File: config.mk
export PLATFORM = sky130hd
export DESIGN_NAME = dpd_cmd_fifo
export DESIGN_NICKNAME = d
export VERILOG_FILES = /design/src/sv/dpd_pkg.sv /design/src/sv/dpd_cmd_fifo.sv
export SDC_FILE = /design/constraint.sdc
export NUM_CORES = 1
export LEC_CHECK = 0
export BUFFER_PORTS_ARGS = -buffer_cell sky130_fd_sc_hd__clkbuf_2
export CORE_MARGIN = 2
export CORE_UTILIZATION = 30
export CTS_CLUSTER_DIAMETER = 60
export DETAILED_ROUTE_END_ITERATION = 12
export MAX_ROUTING_LAYER = met4
export SLEW_MARGIN = 20
export SYNTH_ARGS = -nofsm -noshare
export SYNTH_HDL_FRONTEND = slang
export SYNTH_SLANG_ARGS = --single-unit
File: constraint.sdc
create_clock -name clk -period 1.5 [get_ports clk]
set_input_delay 0.225 -clock clk [delete_from_list [all_inputs] [get_ports clk]]
set_output_delay 0.225 -clock clk [all_outputs]
set_load 0.02 [all_outputs]
File: src/sv/dpd_pkg.sv
`timescale 1ns / 1ps
// ----------------------------------------------------------------------------
// dpd_pkg
// Shared constants and types of the polyline decimator.
// ----------------------------------------------------------------------------
package dpd_pkg;

    localparam int MAX_POINTS_DEF = 64;
    localparam int COORD_BITS_DEF = 20;
    localparam int TOL_BITS       = 16;
    localparam int INDEX_BITS     = 6;
    localparam int PDATA_W        = 32;
    localparam int PADDR_W        = 3;
    localparam int ADDR_LSB       = 2;
    localparam int CFG_IDX_W      = PADDR_W - ADDR_LSB;
    localparam int CMD_DEPTH      = 2;
    localparam int MUL_DIGIT      = 16;

    // register index codes
    localparam logic [CFG_IDX_W-1:0] REG_TOLERANCE = 1'b0;

    typedef enum logic [4:0] {
        S_IDLE,
        S_POP,
        S_POP_W,
        S_RD_A,
        S_RD_B,
        S_SQ1,
        S_SQ2,
        S_SQ3,
        S_SC_RD,
        S_SC_D,
        S_SC_M1,
        S_SC_M2,
        S_SC_CMB,
        S_DEC,
        S_WM1,
        S_WM2,
        S_PUSH1,
        S_PUSH2,
        S_EMIT,
        S_EM_W,
        S_DONE
    } back_state_t;

endpackage

File: src/sv/dpd_cmd_fifo.sv
`timescale 1ns / 1ps
// ----------------------------------------------------------------------------
// dpd_cmd_fifo
// Short queue of path jobs between the loader and the simplifier.
// ----------------------------------------------------------------------------
module dpd_cmd_fifo #(
    parameter int WIDTH = 7,
    parameter int DEPTH = dpd_pkg::CMD_DEPTH
) (
    input  logic             clk,
    input  logic             rst_n,
    input  logic             push,
    input  logic [WIDTH-1:0] din,
    output logic             full,
    input  logic             pop,
    output logic [WIDTH-1:0] dout,
    output logic             empty
);
    localparam int PW = (DEPTH > 1) ? $clog2(DEPTH) : 1;
    localparam int NW = $clog2(DEPTH + 1);

    logic [WIDTH-1:0] mem [DEPTH];
    logic [PW-1:0]    wp_reg, wp_next, rp_reg, rp_next;
    logic [NW-1:0]    cnt_reg, cnt_next;
    logic             do_push, do_pop;

    assign full    = (cnt_reg == NW'(DEPTH));
    assign empty   = (cnt_reg == '0);
    assign do_push = push && !full;
    assign do_pop  = pop && !empty;
    assign dout    = mem[rp_reg];

    always_comb
    begin
        wp_next  = wp_reg;
        rp_next  = rp_reg;
        cnt_next = cnt_reg;
        if (do_push)
        begin
            wp_next = (wp_reg == PW'(DEPTH - 1)) ? '0 : wp_reg + PW'(1);
        end
        if (do_pop)
        begin
            rp_next = (rp_reg == PW'(DEPTH - 1)) ? '0 : rp_reg + PW'(1);
        end
        if (do_push && !do_pop)
        begin
            cnt_next = cnt_reg + NW'(1);
        end
        else if (do_pop && !do_push)
        begin
            cnt_next = cnt_reg - NW'(1);
        end
    end

    always_ff @(posedge clk or negedge rst_n)
    begin
        if (!rst_n)
        begin
            wp_reg  <= '0;
            rp_reg  <= '0;
            cnt_reg <= '0;
        end
        else
        begin
            wp_reg  <= wp_next;
            rp_reg  <= rp_next;
            cnt_reg <= cnt_next;
        end
    end

    always_ff @(posedge clk)
    begin
        if (do_push)
        begin
            mem[wp_reg] <= din;
        end
    end
endmodule

==> summary by stage <==
Timing
The final-report setup violation count is 0. The final critical path takes up 99.58% of the cycle. The number of hold-slack violations in the final timing report is 0. Hold timing on the final database bottoms out at a slack of 0.1268 ns.

Clock skew on the completed layout was measured at 0.005941 ns. Setup repair after global routing could not meet its margin everywhere. The final number of max-transition violations is 0.

The normalized max-slew margin is 75.91%. After layout, the minimum clock period comes to 1.494 ns. The timing-limited maximum frequency is 0.6695 GHz. The slew at the pin with the worst max-slew slack is 0.3613 ns.

Floorplanning
The floorplan step defined a die boundary enclosing 2774 µm². The total area inside the core boundary comes to 2233 µm². The floorplan die width is 52.67 µm. Measured along the y axis, the die boundary spans 52.67 µm.

The initialized floorplan defines 17 standard-cell rows. The initial utilization of the core area, before any placement, comes to 31.82%. The number of I/O pins is 20.

CTS
TritonCTS built the clock tree. In this run, CTS created clock tree buffers numbering 3. The longest clock path from root to sink contains 2 buffers. The number of levels the H-tree was split into is 1. Clock-pin slew was measured on the worst setup and hold paths at 0.10 ns. The cell sitting at the root of the clock tree is a sky130_fd_sc_hd__clkbuf_4. The clock insertion delay at the later pin of the skew report is 0.28 ns. The number of sinks handled by clock tree synthesis is 18.

Global route
The total congestion overflow is 0. The via count of the first global-routing pass is 435. The wire length of the first global-routing pass is 1876 µm. Global routing used 9.845% of the available tracks. Entering global routing, the biggest net connects 11 pins. The initial antenna violation count came to 0.

Yosys
The top-area cell type share of the netlist area is 59.15%. The most used flip-flop cell after synthesis is sky130_fd_sc_hd__edfxtp_1. Synthesis instantiated 14 different standard cells from the library. The commonest cells after synthesis are sky130_fd_sc_hd__edfxtp_1, sky130_fd_sc_hd__mux2_1, sky130_fd_sc_hd__dfrtp_1.

The average footprint of a synthesized cell is 17.33 µm². The share of the yosys chip area belonging to registers is 73.24%. The synthesized design contains 18 register bits. The cell area after technology mapping is 710.7 µm². Summed over all instances, the cell type with the most area after synthesis is sky130_fd_sc_hd__edfxtp_1.

Counting every instance in the synthesized netlist gives 41. Yosys printed 0 warnings. The fraction of registers with async set/reset is 22.22%. By instance count, the leading cell after synthesis is sky130_fd_sc_hd__edfxtp_1. Yosys mapped a number of flops with a built-in enable equal to 14. In the post-synthesis netlist, the biggest area contributors are sky130_fd_sc_hd__edfxtp_1, sky130_fd_sc_hd__dfrtp_1, sky130_fd_sc_hd__mux2_1, sky130_fd_sc_hd__xnor2_1, sky130_fd_sc_hd__xor2_1. The number of nets handed over by synthesis was 53.

Finish
The share of final-layout standard cells stronger than drive strength 1 is 59.42%. 0 antenna diodes ended up in the layout. The number of flip-flops in the largest register is 14. Counting the fill cells in the layout gives 220.

The sequential standard cell area is 523.0 µm². The area added between synthesis and finish is 41.90%. The final layout contains 82 nets.

The post-layout instance count excluding filler cells is 97. In the final layout, the multi-input gates occupy 230.2 µm².

Run status
The flow ran to the end, and the final reports show no timing, DRC or antenna violations.

Min path
The worst min-delay path class is in -> reg. The worst hold path endpoint is mem[1][6]. The worst hold path begins at din[6]. Counting instances, the worst hold path has a depth of 1.

Worst setup path
The slowest stage of the critical path belongs to the cell sky130_fd_sc_hd__dfrtp_2. The number of buffers and inverters on the critical path is 1. At the worst endpoint, the required time is 1.27 ns. The critical path capture point type is an output port. Along the worst path, the maximum fanout reaches 8.

Walking the worst path, the cells encountered are mux2_4 > buf_6. The critical path class is reg -> out. The startpoint of the most critical register-to-register path is cnt_reg[0]. The largest stage delay on the critical path is 0.52 ns. For the worst setup path, the data arrival time is 1.27 ns. The setup slack on the worst flop-to-flop path is 0.09 ns. The worst-case reg-to-reg path depth is 6. The kind of cell with the highest combined delay along the critical path is flip-flops. The startpoint type of the worst setup path is a flop. The capturing point of the worst reg2reg path is cnt_reg[1].

Route
After detailed routing, the number of remaining DRC violations is 0. The detailed router placed 419 vias in this run. Summed over all layers, the routed wires come to 1244 µm.

The wire length per cell after detailed routing is 12.82 µm. The count of nets left with antenna violations once routing finished came out at 0. For this run, the detailed router's first-pass iteration total came to 1. In the routed layout, each cell is associated on average with a via count of 4.320. The number of design-rule violations left by the first detailed-router iteration is 0.

Placed design
The wire-length estimate of the detail-placed layout is 868.1 µm. The placed instance count is 89. Buffers placed on the I/O ports in this run total 19. The congestion estimate from routability-driven global placement came to 0.5824.

Pwr
The maximum vdd ir drop is 1026 µV. The leakage power total is 0.0004410 µW. The power density relative to cell area is 2022 nW/µm².

Flow run
Max-cap violations in this run came to 0.
## how the worst max path moves through the flow
| stage | start | slack (ns) | cells past startpoint | endpoint |
|---|---|---|---|---|
| after floorplan | cnt_reg[0] | 0.12 | 6 | cnt_reg[1] |
| after global placement | cnt_reg[0] | 0.07 | 7 | cnt_reg[1] |
| after detailed placement | cnt_reg[0] | 0.003 | 7 | cnt_reg[1] |
| after CTS | rp_reg | -0.03 | 2 | dout[3] |
| after global routing | rp_reg | -0.07 | 2 | dout[3] |
| final | rp_reg | 0.006 | 2 | dout[0] |
## cell usage in the layout (no fill, tap or decap), types with 3 or more instances in the layout
master,synthesis,routed
sky130_fd_sc_hd__edfxtp_1,14,14
sky130_fd_sc_hd__clkbuf_2,0,12
sky130_fd_sc_hd__mux2_4,0,7
sky130_fd_sc_hd__buf_6,0,7
sky130_fd_sc_hd__buf_4,0,5
sky130_fd_sc_hd__nor2_1,3,3
sky130_fd_sc_hd__clkbuf_4,0,3
## power by group
group / switching, µW / total (µW) / internal (µW)
clock network: 138 / 241 / 103
registers: 135 / 841 / 706
logic: 418 / 957 / 538
total: 691 / 2040 / 1350
## logic make-up after synthesis
| logic type | share of synthesized area (%) |
|---|---|
| simple gates | 4.227 |
| compound gates | 0.7035 |
| xor+xnor | 7.220 |
| mux | 11.09 |
| flops | 73.24 |
| buf+inv | 1.760 |
| fa+ha+maj | 1.760 |
## metrics by stage
step                setup WS, ns  instance area, µm²  setup TNS (ns)  power (µW)  util [%]
floorplan                 0.1171               710.7               0        1258         -
finish                  0.006301                1008               0        2039     45.15
CTS                     -0.02606               910.9         -0.1248        1792     40.78
global placement         0.06859               850.8               0        1453     38.10
detailed placement      0.003252               850.8               0        1478     38.10
global route            -0.07391                1008         -0.4830        2176     45.15
## layer usage
layer | vias to the layer above | global-route usage, % | part of all wire (%)
li1 | 200 | - | -
met3 | 0 | 2.571 | 5.0
met4 | 0 | 2.564 | 0
met5 | - | - | 0
met1 | 205 | 10.89 | 43
met2 | 14 | 17.50 | 52
## final cells by class
type                    count  area share (%)
repair buffers             25           18.49
flip-flops and latches     18           51.86
multi-input cells          20           22.83
inverters                   2          0.7444
well taps                  28           3.474
clock buffers               4           2.605
## repair_timing
item	4_1_cts	5_1_grt
setup endpoints to repair	8	8
resized for setup	1	34
buffers inserted	3	0
hold buffers	1	0
pin swaps	0	3
hold endpoints to repair	4	0
No activity file was read; power rests on OpenSTA's default activity.
