--- config.mk ---
export PLATFORM = sky130hd
export DESIGN_NAME = dpd_front_flat
export DESIGN_NICKNAME = d
export VERILOG_FILES = /design/src/sv/dpd_pkg.sv /design/src/sv/dpd_in_if.sv /design/src/sv/dpd_front.sv /design/src/flat_wrapper.sv
export SDC_FILE = /design/constraint.sdc
export NUM_CORES = 1
export LEC_CHECK = 0
export BUFFER_PORTS_ARGS = -buffer_cell sky130_fd_sc_hd__buf_2
export CELL_PAD_IN_SITES_DETAIL_PLACEMENT = 1
export CELL_PAD_IN_SITES_GLOBAL_PLACEMENT = 1
export CORE_UTILIZATION = 21
export CTS_BUF_LIST = sky130_fd_sc_hd__clkbuf_8
export CTS_CLUSTER_SIZE = 14
export DETAILED_ROUTE_END_ITERATION = 8
export GPL_TIMING_DRIVEN = 0
export HOLD_SLACK_MARGIN = 0.05
export PLACE_DENSITY_LB_ADDON = 0.08
export SLEW_MARGIN = 15
export SYNTH_ARGS = -nofsm -noshare
export SYNTH_HDL_FRONTEND = slang
export SYNTH_SLANG_ARGS = --single-unit
--- constraint.sdc ---
create_clock -name clk -period 1.72 [get_ports clk]
set_clock_uncertainty 0.05 [all_clocks]
set_input_delay 0 -clock clk [delete_from_list [all_inputs] [get_ports clk]]
set_output_delay 0 -clock clk [all_outputs]
set_load 0.02 [all_outputs]
--- src/sv/dpd_pkg.sv ---
`timescale 1ns / 1ps
// ----------------------------------------------------------------------------
// dpd_pkg
// Shared constants and types of the polyline decimator.
// ----------------------------------------------------------------------------
package dpd_pkg;

    localparam int MAX_POINTS_DEF = 64;
    localparam int COORD_BITS_DEF = 20;
    localparam int TOL_BITS       = 16;
    localparam int INDEX_BITS     = 6;
    localparam int PDATA_W        = 32;
    localparam int PADDR_W        = 3;
    localparam int ADDR_LSB       = 2;
    localparam int CFG_IDX_W      = PADDR_W - ADDR_LSB;
    localparam int CMD_DEPTH      = 2;
    localparam int MUL_DIGIT      = 16;

    // register index codes
    localparam logic [CFG_IDX_W-1:0] REG_TOLERANCE = 1'b0;

    typedef enum logic [4:0] {
        S_IDLE,
        S_POP,
        S_POP_W,
        S_RD_A,
        S_RD_B,
        S_SQ1,
        S_SQ2,
        S_SQ3,
        S_SC_RD,
        S_SC_D,
        S_SC_M1,
        S_SC_M2,
        S_SC_CMB,
        S_DEC,
        S_WM1,
        S_WM2,
        S_PUSH1,
        S_PUSH2,
        S_EMIT,
        S_EM_W,
        S_DONE
    } back_state_t;

endpackage

--- src/sv/dpd_in_if.sv ---
`timescale 1ns / 1ps
// ----------------------------------------------------------------------------
// dpd_in_if
// Point channel: one path point per transfer.
// ----------------------------------------------------------------------------
interface dpd_in_if #(
    parameter int COORD_BITS = dpd_pkg::COORD_BITS_DEF
);
    logic                         valid;
    logic                         ready;
    logic signed [COORD_BITS-1:0] in_x;
    logic signed [COORD_BITS-1:0] in_y;
    logic                         in_last;

    modport source (output valid, output in_x, output in_y, output in_last, input ready);
    modport sink   (input valid, input in_x, input in_y, input in_last, output ready);
endinterface

--- src/sv/dpd_front.sv ---
`timescale 1ns / 1ps
// ----------------------------------------------------------------------------
// dpd_front
// Point loader: stores points, drops overflow, queues a job per path.
// ----------------------------------------------------------------------------
module dpd_front #(
    parameter int MAX_POINTS = dpd_pkg::MAX_POINTS_DEF,
    parameter int COORD_BITS = dpd_pkg::COORD_BITS_DEF
) (
    input  logic                         clk,
    input  logic                         rst_n,
    dpd_in_if.sink                       point_ch,
    output logic                         wr_en,
    output logic [$clog2(MAX_POINTS)-1:0] wr_addr,
    output logic signed [COORD_BITS-1:0] wr_x,
    output logic signed [COORD_BITS-1:0] wr_y,
    output logic                         cmd_push,
    output logic [$clog2(MAX_POINTS+1)-1:0] cmd_count,
    input  logic                         cmd_full,
    input  logic                         path_done
);
    localparam int AW = $clog2(MAX_POINTS);
    localparam int CW = $clog2(MAX_POINTS + 1);

    logic [CW-1:0] count_reg, count_next;
    logic          pend_reg, pend_next;
    logic          accept, store_full;

    assign point_ch.ready = !pend_reg && !cmd_full;
    assign accept         = point_ch.valid && point_ch.ready;
    assign store_full     = (count_reg == CW'(MAX_POINTS));
    assign wr_addr        = count_reg[AW-1:0];
    assign wr_x           = point_ch.in_x;
    assign wr_y           = point_ch.in_y;
    assign cmd_count      = count_reg + CW'(1);

    always_comb
    begin
        count_next = count_reg;
        pend_next  = pend_reg;
        wr_en      = 1'b0;
        cmd_push   = 1'b0;
        // a full store swallows the point and its last flag
        if (accept && !store_full)
        begin
            wr_en = 1'b1;
            if (point_ch.in_last)
            begin
                cmd_push   = 1'b1;
                count_next = '0;
                pend_next  = 1'b1;
            end
            else
            begin
                count_next = count_reg + CW'(1);
            end
        end
        if (path_done)
        begin
            pend_next = 1'b0;
        end
    end

    always_ff @(posedge clk or negedge rst_n)
    begin
        if (!rst_n)
        begin
            count_reg <= '0;
            pend_reg  <= 1'b0;
        end
        else
        begin
            count_reg <= count_next;
            pend_reg  <= pend_next;
        end
    end
endmodule

--- src/flat_wrapper.sv ---
// flat-port wrapper written by rule: the top's interface ports become plain ports
module dpd_front_flat 
#(
    parameter int MAX_POINTS = dpd_pkg::MAX_POINTS_DEF,
    parameter int COORD_BITS = dpd_pkg::COORD_BITS_DEF
)
  (clk, rst_n, wr_en, wr_addr, wr_x, wr_y, cmd_push, cmd_count, cmd_full, path_done, point_ch_valid, point_ch_in_x, point_ch_in_y, point_ch_in_last, point_ch_ready);
  dpd_in_if #(.COORD_BITS(COORD_BITS)) point_ch_i ();
  input  logic clk;
  input  logic rst_n;
  output logic wr_en;
  output logic [$clog2(MAX_POINTS)-1:0] wr_addr;
  output logic signed [COORD_BITS-1:0] wr_x;
  output logic signed [COORD_BITS-1:0] wr_y;
  output logic cmd_push;
  output logic [$clog2(MAX_POINTS+1)-1:0] cmd_count;
  input  logic cmd_full;
  input  logic path_done;
  input wire logic [$bits(point_ch_i.valid)-1:0] point_ch_valid;
  input wire logic [$bits(point_ch_i.in_x)-1:0] point_ch_in_x;
  input wire logic [$bits(point_ch_i.in_y)-1:0] point_ch_in_y;
  input wire logic [$bits(point_ch_i.in_last)-1:0] point_ch_in_last;
  output wire logic [$bits(point_ch_i.ready)-1:0] point_ch_ready;
  assign point_ch_i.valid = point_ch_valid;
  assign point_ch_i.in_x = point_ch_in_x;
  assign point_ch_i.in_y = point_ch_in_y;
  assign point_ch_i.in_last = point_ch_in_last;
  assign point_ch_ready = point_ch_i.ready;
  dpd_front #(.MAX_POINTS(MAX_POINTS), .COORD_BITS(COORD_BITS)) u_core (.clk(clk), .rst_n(rst_n), .point_ch(point_ch_i), .wr_en(wr_en), .wr_addr(wr_addr), .wr_x(wr_x), .wr_y(wr_y), .cmd_push(cmd_push), .cmd_count(cmd_count), .cmd_full(cmd_full), .path_done(path_done));
endmodule
==> results.sh, run 1 <==
export IMPL_clock_latency_ps=230
export IMPL_dieArea_mm2=0.00430
export IMPL_cp_max_fo=5
export IMPL_grt_pass1_wl_um=3420
export IMPL_fmaxAchievable_mhz=584
export IMPL_vias=882
export IMPL_synthArstFlopShare=1.00
export IMPL_htree_levels=1
export IMPL_r2r_end="u_core.count_reg[0]"
export IMPL_tightest_slew_ps=262
export IMPL_use_met3=0.0399
export IMPL_avgViaCountPerCell=4.05
export IMPL_synth_warnings=0
export IMPL_top_usage_layer="met2"
export IMPL_first_pass_iters=4
export IMPL_core_area_mm2=0.00377
export IMPL_power_density_mw_per_mm2=631
export IMPL_setup_viol=0
export IMPL_reg2reg_setup_slack_ps=90
export IMPL_yosysSeqAreaShare=0.236
export IMPL_grt_max_degree=9
export IMPL_grt_remaining_overflow=0
export IMPL_cts_tree="yes"
export IMPL_port_buffer_count=61
export IMPL_synthDominantCellAreaShare=0.406
export IMPL_start_kind="input port"
export IMPL_synth_area_leader_cell="buf_4"
export IMPL_slowest_delay_ps=550
export IMPL_top_level_ports=102
export IMPL_p_leak_nw=0.781
export IMPL_die_w_um=65.6
export IMPL_syn_to_final_growth_pct=61.6
export IMPL_synth_edf_count=0
export IMPL_hpwl_um=1860
export IMPL_cts_buffers_inserted=3
export IMPL_ctsLongestPathBuffers=2
export IMPL_critPathSlowestCell="dlygate4sd3_1"
export IMPL_worst_setup_path_end_kind="primary output"
export IMPL_cts_sinks=8
export IMPL_largest_register_ffs=7
export IMPL_die_y_um=65.6
export IMPL_slew_viol_final=0
export IMPL_critPathRequiredTime_ps=1670
export IMPL_synth_seq_cells=8
export IMPL_num_nets_final=220
export IMPL_status="complete, no violations"
export IMPL_path_buf_inv=4
export IMPL_syn_inst=95
export IMPL_ant_nets=0
export IMPL_holdWs_ps=92.6
export IMPL_cp_cell_sequence="dlygate4sd3_1 > buf_2 > or3b_4 > a31o_4 > inv_4 > and2_2 > buf_6"
export IMPL_synth_area_leaders="buf_4, dfrtp_1, xnor2_1, ha_1, nand3_1"
export IMPL_final_setup_tns_ps=0
export IMPL_n_antenna_cell=0
export IMPL_layout_drive_gt1_share=0.788
export IMPL_yosysUniqueCellTypes=24
export IMPL_drc_errors=0
export IMPL_r2r_start="u_core.count_reg[3]"
export IMPL_final_util=0.364
export IMPL_met2_usage=0.189
export IMPL_ys_flop_type="dfrtp_1"
export IMPL_syn_nets=143
export IMPL_grt_pass1_vias=788
export IMPL_hp_class="in2async"
export IMPL_track_usage=0.108
export IMPL_clock_root_buffer="clkbuf_8"
export IMPL_initial_core_util=0.225
export IMPL_drt_iter0_markers=10
export IMPL_routedWlPerCell_um=11.0
export IMPL_arrival_ps=1660
export IMPL_cpLargestDelayFamily="buffers and inverters"
export IMPL_gp_congestion=0.720
export IMPL_antenna_found_initial=0
export IMPL_min_period_ps=1710
export IMPL_ir_drop_uv=334
export IMPL_cap_violations=0
export IMPL_path_class="in2out"
export IMPL_synth_area_um2=850
export IMPL_r2r_cells=5
export IMPL_clk_pin_slew_ps=40
export IMPL_relSlewSlack=0.824
export IMPL_syn_area_per_cell_um2=8.94
export IMPL_fin_crit_sh=0.996
export IMPL_fillers=460
export IMPL_wl_um=2390
export IMPL_hold_violations=0
export IMPL_met1_usage=0.118
export IMPL_rows=22
## cell usage after synthesis (2+ instances only)
master   instances
o21ai_0          4
nand2_1          3
nand3_1          5
a22o_2           2
inv_1            3
xnor2_1          3
dfrtp_1          8
nor2_1           4
ha_1             2
buf_4           46
xor2_1           2
## cells in the final DEF, fill, tap and decap left out
| cell type | n |
|---|---|
| and2_2 | 1 |
| dlygate4sd3_1 | 5 |
| mux2_2 | 1 |
| nor4_4 | 1 |
| xor2_1 | 2 |
| o41ai_2 | 1 |
| nand2_1 | 3 |
| buf_4 | 53 |
| a31o_4 | 1 |
| a21oi_1 | 1 |
| inv_1 | 3 |
| ha_1 | 1 |
| o21ai_0 | 4 |
| clkbuf_8 | 3 |
| or3b_4 | 1 |
| nand3_1 | 5 |
| buf_2 | 59 |
| ha_2 | 1 |
| nand3b_1 | 1 |
| a22o_2 | 2 |
| nor2_2 | 1 |
| a31o_2 | 1 |
| and3_1 | 1 |
| dfrtp_1 | 4 |
| nor2_1 | 3 |
| nor2_4 | 1 |
| inv_4 | 1 |
| xnor2_1 | 3 |
| buf_6 | 1 |
| clkbuf_2 | 1 |
| dfrtp_2 | 4 |
## layer usage
layer / vias to the layer above / routed length (um)
met5: - / 0
met4: 0 / 59
met3: 7 / 222
met2: 66 / 1180
met1: 391 / 924
li1: 418 / -
## cell type report
cell class                      instances  area, um^2  area share
Tap cell                               48        60.1      0.0438
Timing Repair Buffer                   72         409       0.298
Clock buffer                            3        41.3      0.0301
Sequential cell                         8         205       0.149
Multi-Input combinational cell         36         289       0.211
Buffer                                 47         350       0.255
Inverter                                4        17.5      0.0128
## cell families (layout without fill, tap and decap cells)
logic type,after synthesis,count (layout),synth area share
flip-flops,8,8,0.236
AND/OR/NAND/NOR,18,18,0.137
XOR/XNOR,5,5,0.0516
AO/OA/AOI/OAI,10,10,0.103
adder cells (fa/ha/maj),2,2,0.0295
multiplexers,1,1,0.0133
buffers and inverters,51,126,0.430
## worst max-delay path by stage
stage | startpoint | end | slack [ps] | cells past startpoint
after floorplan | u_core.count_reg[0] | u_core.count_reg[6] | 150 | 5
after global placement | u_core.count_reg[2] | u_core.count_reg[0] | 170 | 5
after detailed placement | u_core.count_reg[2] | u_core.count_reg[0] | 150 | 5
after CTS | u_core.count_reg[1] | cmd_count[6] | 0.4 | 5
after global routing | point_ch_valid | cmd_push | -20 | 7
final | point_ch_valid | cmd_push | 7 | 7
## report_power, final
group | internal [mW] | total (mW) | switching, mW
combinational | 0.191 | 0.410 | 0.219
clock | 0.152 | 0.232 | 0.0796
sequential | 0.206 | 0.224 | 0.0186
## repair_timing
action,4_1_cts,5_1_grt
endpoints found under the hold margin,12,0
hold buffers,5,0
setup endpoints to repair,2,3
gates cloned,0,0
pin swaps,1,2
buffers inserted,1,5
gates resized for setup,1,9
## through the flow
step	setup WS, ps	area (um^2)	std cells	power (mW)
3_5_place_dp	153	1210	204	0.615
3_3_place_gp	166	1210	204	0.611
2_1_floorplan	145	850	95	0.504
4_1_cts	0.353	1320	213	0.862
5_1_grt	-15.7	1370	218	0.914
6_report	6.67	1370	218	0.865
Note: power is estimated with default switching activity, not from simulation.
==> inputs of run 2 (changes only) <==
Settings changed: CORE_UTILIZATION 21 to 23.
Clock period 1.72 ns to 2 ns, I/O delays scaled along.
==> run 2 against run 1 <==
Worst setup slack better by 230 ps; critical path type is now reg2out; total power decreased by 17%; combinational power down 19%; register-to-register slack better by 360 ps.
==> results.sh, run 2 (same netlist as run 1, synthesis figures left out) <==
export IMPL_pwr_share_seq=0.263
export IMPL_cts_tree="yes"
export IMPL_setup_viol=0
export IMPL_dieArea_mm2=0.00394
export IMPL_antenna_found_initial=0
export IMPL_cap_violations=0
export IMPL_slowest_delay_ps=370
export IMPL_worst_setup_path_end_kind="primary output"
export IMPL_htree_levels=1
export IMPL_fmaxAchievable_mhz=567
export IMPL_clock_latency_ps=230
export IMPL_ctsLongestPathBuffers=2
export IMPL_vias=833
export IMPL_status="complete, no violations"
export IMPL_track_usage=0.104
export IMPL_p_leak_nw=0.756
export IMPL_min_period_ps=1760
export IMPL_gp_congestion=0.733
export IMPL_grt_pass1_vias=689
export IMPL_power_internal_mw=0.459
export IMPL_path_class="reg2out"
export IMPL_mostFrequentLayoutCell="buf_2"
export IMPL_min_delay_path_depth=4
export IMPL_wl_um=2120
export IMPL_cp_cell_sequence="clkbuf_2 > nor4_4 > a31o_4 > inv_2 > and2_2 > buf_2"
export IMPL_arrival_ps=1710
export IMPL_cts_resized=0
export IMPL_critPathRequiredTime_ps=1950
export IMPL_cp_max_fo=7
export IMPL_drt_iter0_markers=4
export IMPL_n_antenna_cell=0
export IMPL_placed_cells=202
export IMPL_fin_area_mm2=0.00129
export IMPL_grt_pass1_wl_um=3200
export IMPL_rows=21
export IMPL_cts_buffers_inserted=3
export IMPL_top_level_ports=102
export IMPL_rsz0062_at_grt="no"
export IMPL_clk_pin_slew_ps=40
export IMPL_pre_cts_slack_ps=439
export IMPL_avgViaCountPerCell=3.99
export IMPL_core_area_mm2=0.00344
export IMPL_switchingPower_mw=0.263
export IMPL_die_w_um=62.8
export IMPL_setup_slack_ps=238
export IMPL_cts_sinks=8
export IMPL_grt_remaining_overflow=0
export IMPL_initial_core_util=0.247
export IMPL_start_kind="register"
export IMPL_fin_cells=209
export IMPL_layout_drive_gt1_share=0.748
export IMPL_hpwl_um=1810
export IMPL_fin_crit_sh=0.881
export IMPL_grt_max_degree=9
export IMPL_largest_register_ffs=7
export IMPL_drc_errors=0
export IMPL_final_setup_tns_ps=0
export IMPL_tightest_slew_ps=280
export IMPL_syn_to_final_growth_pct=52.3
export IMPL_port_buffer_count=61
export IMPL_r2r_cells=5
export IMPL_hp_class="in2reg"
export IMPL_routedWlPerCell_um=10.1
export IMPL_placed_area_mm2=0.00121
export IMPL_power_density_mw_per_mm2=558
export IMPL_swShare=0.364
export IMPL_hold_violations=0
export IMPL_relSlewSlack=0.814
export IMPL_final_util=0.376
export IMPL_ir_drop_uv=155
export IMPL_clock_root_buffer="clkbuf_8"
export IMPL_first_pass_iters=4
export IMPL_num_nets_final=213
export IMPL_die_y_um=62.8
export IMPL_pwr_share_comb=0.461
export IMPL_critPathSlowestCell="dfrtp_1"
export IMPL_clkPwrFrac=0.276
export IMPL_ant_nets=0
export IMPL_slew_viol_final=0
export IMPL_layout_common_cells="buf_2, buf_4, dfrtp_1, nand3_1"
[run 2: power groups by stage]
stage	sequential (mW)	combinational (mW)	clock (mW)
after floorplan	0.188	0.246	0
after global placement	0.192	0.330	0
after detailed placement	0.193	0.332	0
after CTS	0.191	0.340	0.206
after global routing	0.193	0.358	0.220
final	0.190	0.333	0.199
[run 2: what timing repair did]
item | CTS | global route
setup buffers | 0 | 0
endpoints found under the hold margin | 12 | 0
hold buffers | 4 | 0
[run 2: metal layers]
metal	GRT usage	up-vias	routed length, um
met5	0	-	0
met4	0.0349	0	22
met3	0.0401	3	238
met2	0.173	64	1050
met1	0.121	365	811
li1	-	401	-
[run 2: layout make-up]
type	instances	area, um^2
fillers	447	2150
plain buffers	47	350
inverters	4	15.0
flip-flops and latches	8	200
well taps	46	57.6
multi-input cells	36	284
repair buffers	65	345
clock buffers	3	41.3
[run 2: metrics by stage]
step           power (mW)  hold WS [ps]
3_5_place_dp        0.526          -192
5_1_grt             0.771          80.4
3_3_place_gp        0.522          -192
2_1_floorplan       0.433          -346
4_1_cts             0.737          50.4
6_report            0.722          47.3
[run 2: worst max-delay path, delay by kind of cell (launching register included)]
family,cells,cell delay (ps)
flip-flops,1,370
buffers and inverters,3,400
AO/OA/AOI/OAI,1,240
AND/OR/NAND/NOR,2,460
[run 2: worst paths after layout]
check	endpoint	start	slack, ps
max reg2reg	u_core.count_reg[0]	u_core.count_reg[2]	450
max in group asynchronous	u_core.count_reg[0]	rst_n	1620
min reg2reg	u_core.pend_reg	u_core.pend_reg	490
min in group asynchronous	u_core.count_reg[2]	rst_n	100
min	u_core.count_reg[3]	cmd_full	50
max	cmd_push	u_core.count_reg[2]	240
==> inputs of run 3 (changes only) <==
Settings changed: CORE_UTILIZATION 23 to 19.
Clock period 2 ns to 1.4 ns, I/O delays scaled along.
==> run 3 against run 2 <==
The run now ends with negative setup slack left; total power grew 57%; clock-buffer cell count is the same; final area grew 17%; critical endpoint is now u_core.count_reg[0]; largest cell class unchanged; largest power group unchanged; highest routed layer unchanged.
==> results.sh, run 3 (same netlist as run 1, synthesis figures left out) <==
export IMPL_status="finished, violations left"
export IMPL_violations="negative setup slack"
export IMPL_fmaxAchievable_mhz=622
export IMPL_cts_sinks=8
export IMPL_cpLargestDelayFamily="flip-flops"
export IMPL_gp_congestion=0.726
export IMPL_grt_remaining_overflow=0
export IMPL_layout_common_cells="buf_4, buf_2"
export IMPL_setup_slack_ps=-207
export IMPL_hpwl_um=2060
export IMPL_ir_drop_uv=255
export IMPL_routedWlPerCell_um=11.8
export IMPL_power_internal_mw=0.715
export IMPL_core_area_mm2=0.00414
export IMPL_grt_pass1_wl_um=3550
export IMPL_hold_violations=0
export IMPL_avgViaCountPerCell=3.92
export IMPL_critPathRequiredTime_ps=1460
export IMPL_final_setup_tns_ps=-1410
export IMPL_arrival_ps=1670
export IMPL_top_level_ports=102
export IMPL_drc_errors=0
export IMPL_wl_um=2690
export IMPL_grt_max_degree=9
export IMPL_clkPwrFrac=0.266
export IMPL_die_y_um=68.9
export IMPL_ctsLongestPathBuffers=2
export IMPL_rows=23
export IMPL_tightest_slew_ps=254
export IMPL_die_w_um=68.9
export IMPL_largest_register_ffs=7
export IMPL_dieArea_mm2=0.00474
export IMPL_drt_iter0_markers=6
export IMPL_clock_root_buffer="clkbuf_8"
export IMPL_num_nets_final=227
export IMPL_path_class="reg2reg"
export IMPL_cts_buffers_inserted=3
export IMPL_slew_viol_final=0
export IMPL_pwr_share_comb=0.487
export IMPL_critPathSlowestCell="dfrtp_2"
export IMPL_vias=893
export IMPL_first_pass_iters=3
export IMPL_mostFrequentLayoutCell="buf_4"
export IMPL_slowest_delay_ps=450
export IMPL_p_leak_nw=0.860
export IMPL_clock_latency_ps=230
export IMPL_cts_tree="yes"
export IMPL_fin_cells=228
export IMPL_layout_drive_gt1_share=0.843
export IMPL_htree_levels=1
export IMPL_final_util=0.367
export IMPL_min_period_ps=1610
export IMPL_fin_crit_sh=1.15
export IMPL_ant_nets=0
export IMPL_path_buf_inv=1
export IMPL_swShare=0.371
export IMPL_syn_to_final_growth_pct=78.8
export IMPL_grt_pass1_vias=762
export IMPL_rsz0062_at_grt="yes"
export IMPL_antenna_found_initial=0
export IMPL_cp_cell_sequence="nor4_4 > a31o_4 > buf_6 > nor2_4 > mux2_4"
export IMPL_clk_pin_slew_ps=50
export IMPL_pwr_share_seq=0.247
export IMPL_power_density_mw_per_mm2=749
export IMPL_start_kind="register"
export IMPL_setup_viol=13
export IMPL_power_mw=1.14
export IMPL_cp_max_fo=5
export IMPL_relSlewSlack=0.830
export IMPL_worst_setup_path_end_kind="register"
export IMPL_track_usage=0.103
export IMPL_initial_core_util=0.205
export IMPL_hp_class="in2reg"
export IMPL_port_buffer_count=61
export IMPL_n_antenna_cell=0
export IMPL_placed_cells=206
export IMPL_switchingPower_mw=0.422
export IMPL_cap_violations=0
run 3: changes by cell type in the layout (fill, tap and decap cells not counted), sizes merged:
| cell | delta |
|---|---|
| buf | +14 |
| inv | +1 |
run 3: timing repair:
item / in CTS / in global routing
endpoints found under the hold margin: 11 / 0
buffers inserted: 6 / 8
resized for setup: 10 / 12
endpoints found under the setup margin: 11 / 14
pin swaps: 5 / 7
hold buffers: 4 / 0
run 3: path summary, 6_finish.rpt:
path | start | to | slack, ps | depth (start not counted)
max | u_core.count_reg[3] | u_core.count_reg[0] | -210 | 5
min | point_ch_in_last | u_core.count_reg[2] | 70 | 2
max reg2reg | u_core.count_reg[3] | u_core.count_reg[0] | -210 | 5
min reg2reg | u_core.pend_reg | u_core.pend_reg | 550 | 3
max in group asynchronous | rst_n | u_core.count_reg[0] | 990 | 2
min in group asynchronous | rst_n | u_core.count_reg[3] | 100 | 2
run 3: layout make-up:
cell class	count	area, um^2
inverters	4	17.5
flip-flops and latches	8	205
plain buffers	47	359
fillers	512	2630
clock buffers	3	41.3
clock inverters	1	3.75
multi-input cells	36	349
repair buffers	79	480
well taps	50	62.6
run 3: routing by layer:
metal,share of wire,wire length (um),up-vias,track usage
met5,0,0,-,0
met4,0.012,31,0,0.0459
met2,0.53,1420,58,0.187
met1,0.38,1010,402,0.112
met3,0.084,226,5,0.0247
li1,-,-,428,-
run 3: power groups by stage:
stage / clock network (mW) / logic [mW] / registers (mW)
global placement: 0 / 0.480 / 0.278
finish: 0.303 / 0.554 / 0.281
CTS: 0.307 / 0.539 / 0.275
global route: 0.323 / 0.591 / 0.285
floorplan: 0 / 0.355 / 0.270
detailed placement: 0 / 0.487 / 0.279
run 3: stage by stage:
stage / cell area [um^2] / setup WS, ps / hold slack, ps
final: 1520 / -207 / 66.1
after global routing: 1520 / -269 / 70.3
after CTS: 1410 / -253 / 86.0
after detailed placement: 1260 / -153 / -185
after global placement: 1260 / -132 / -191
after floorplan: 890 / -40.7 / -346
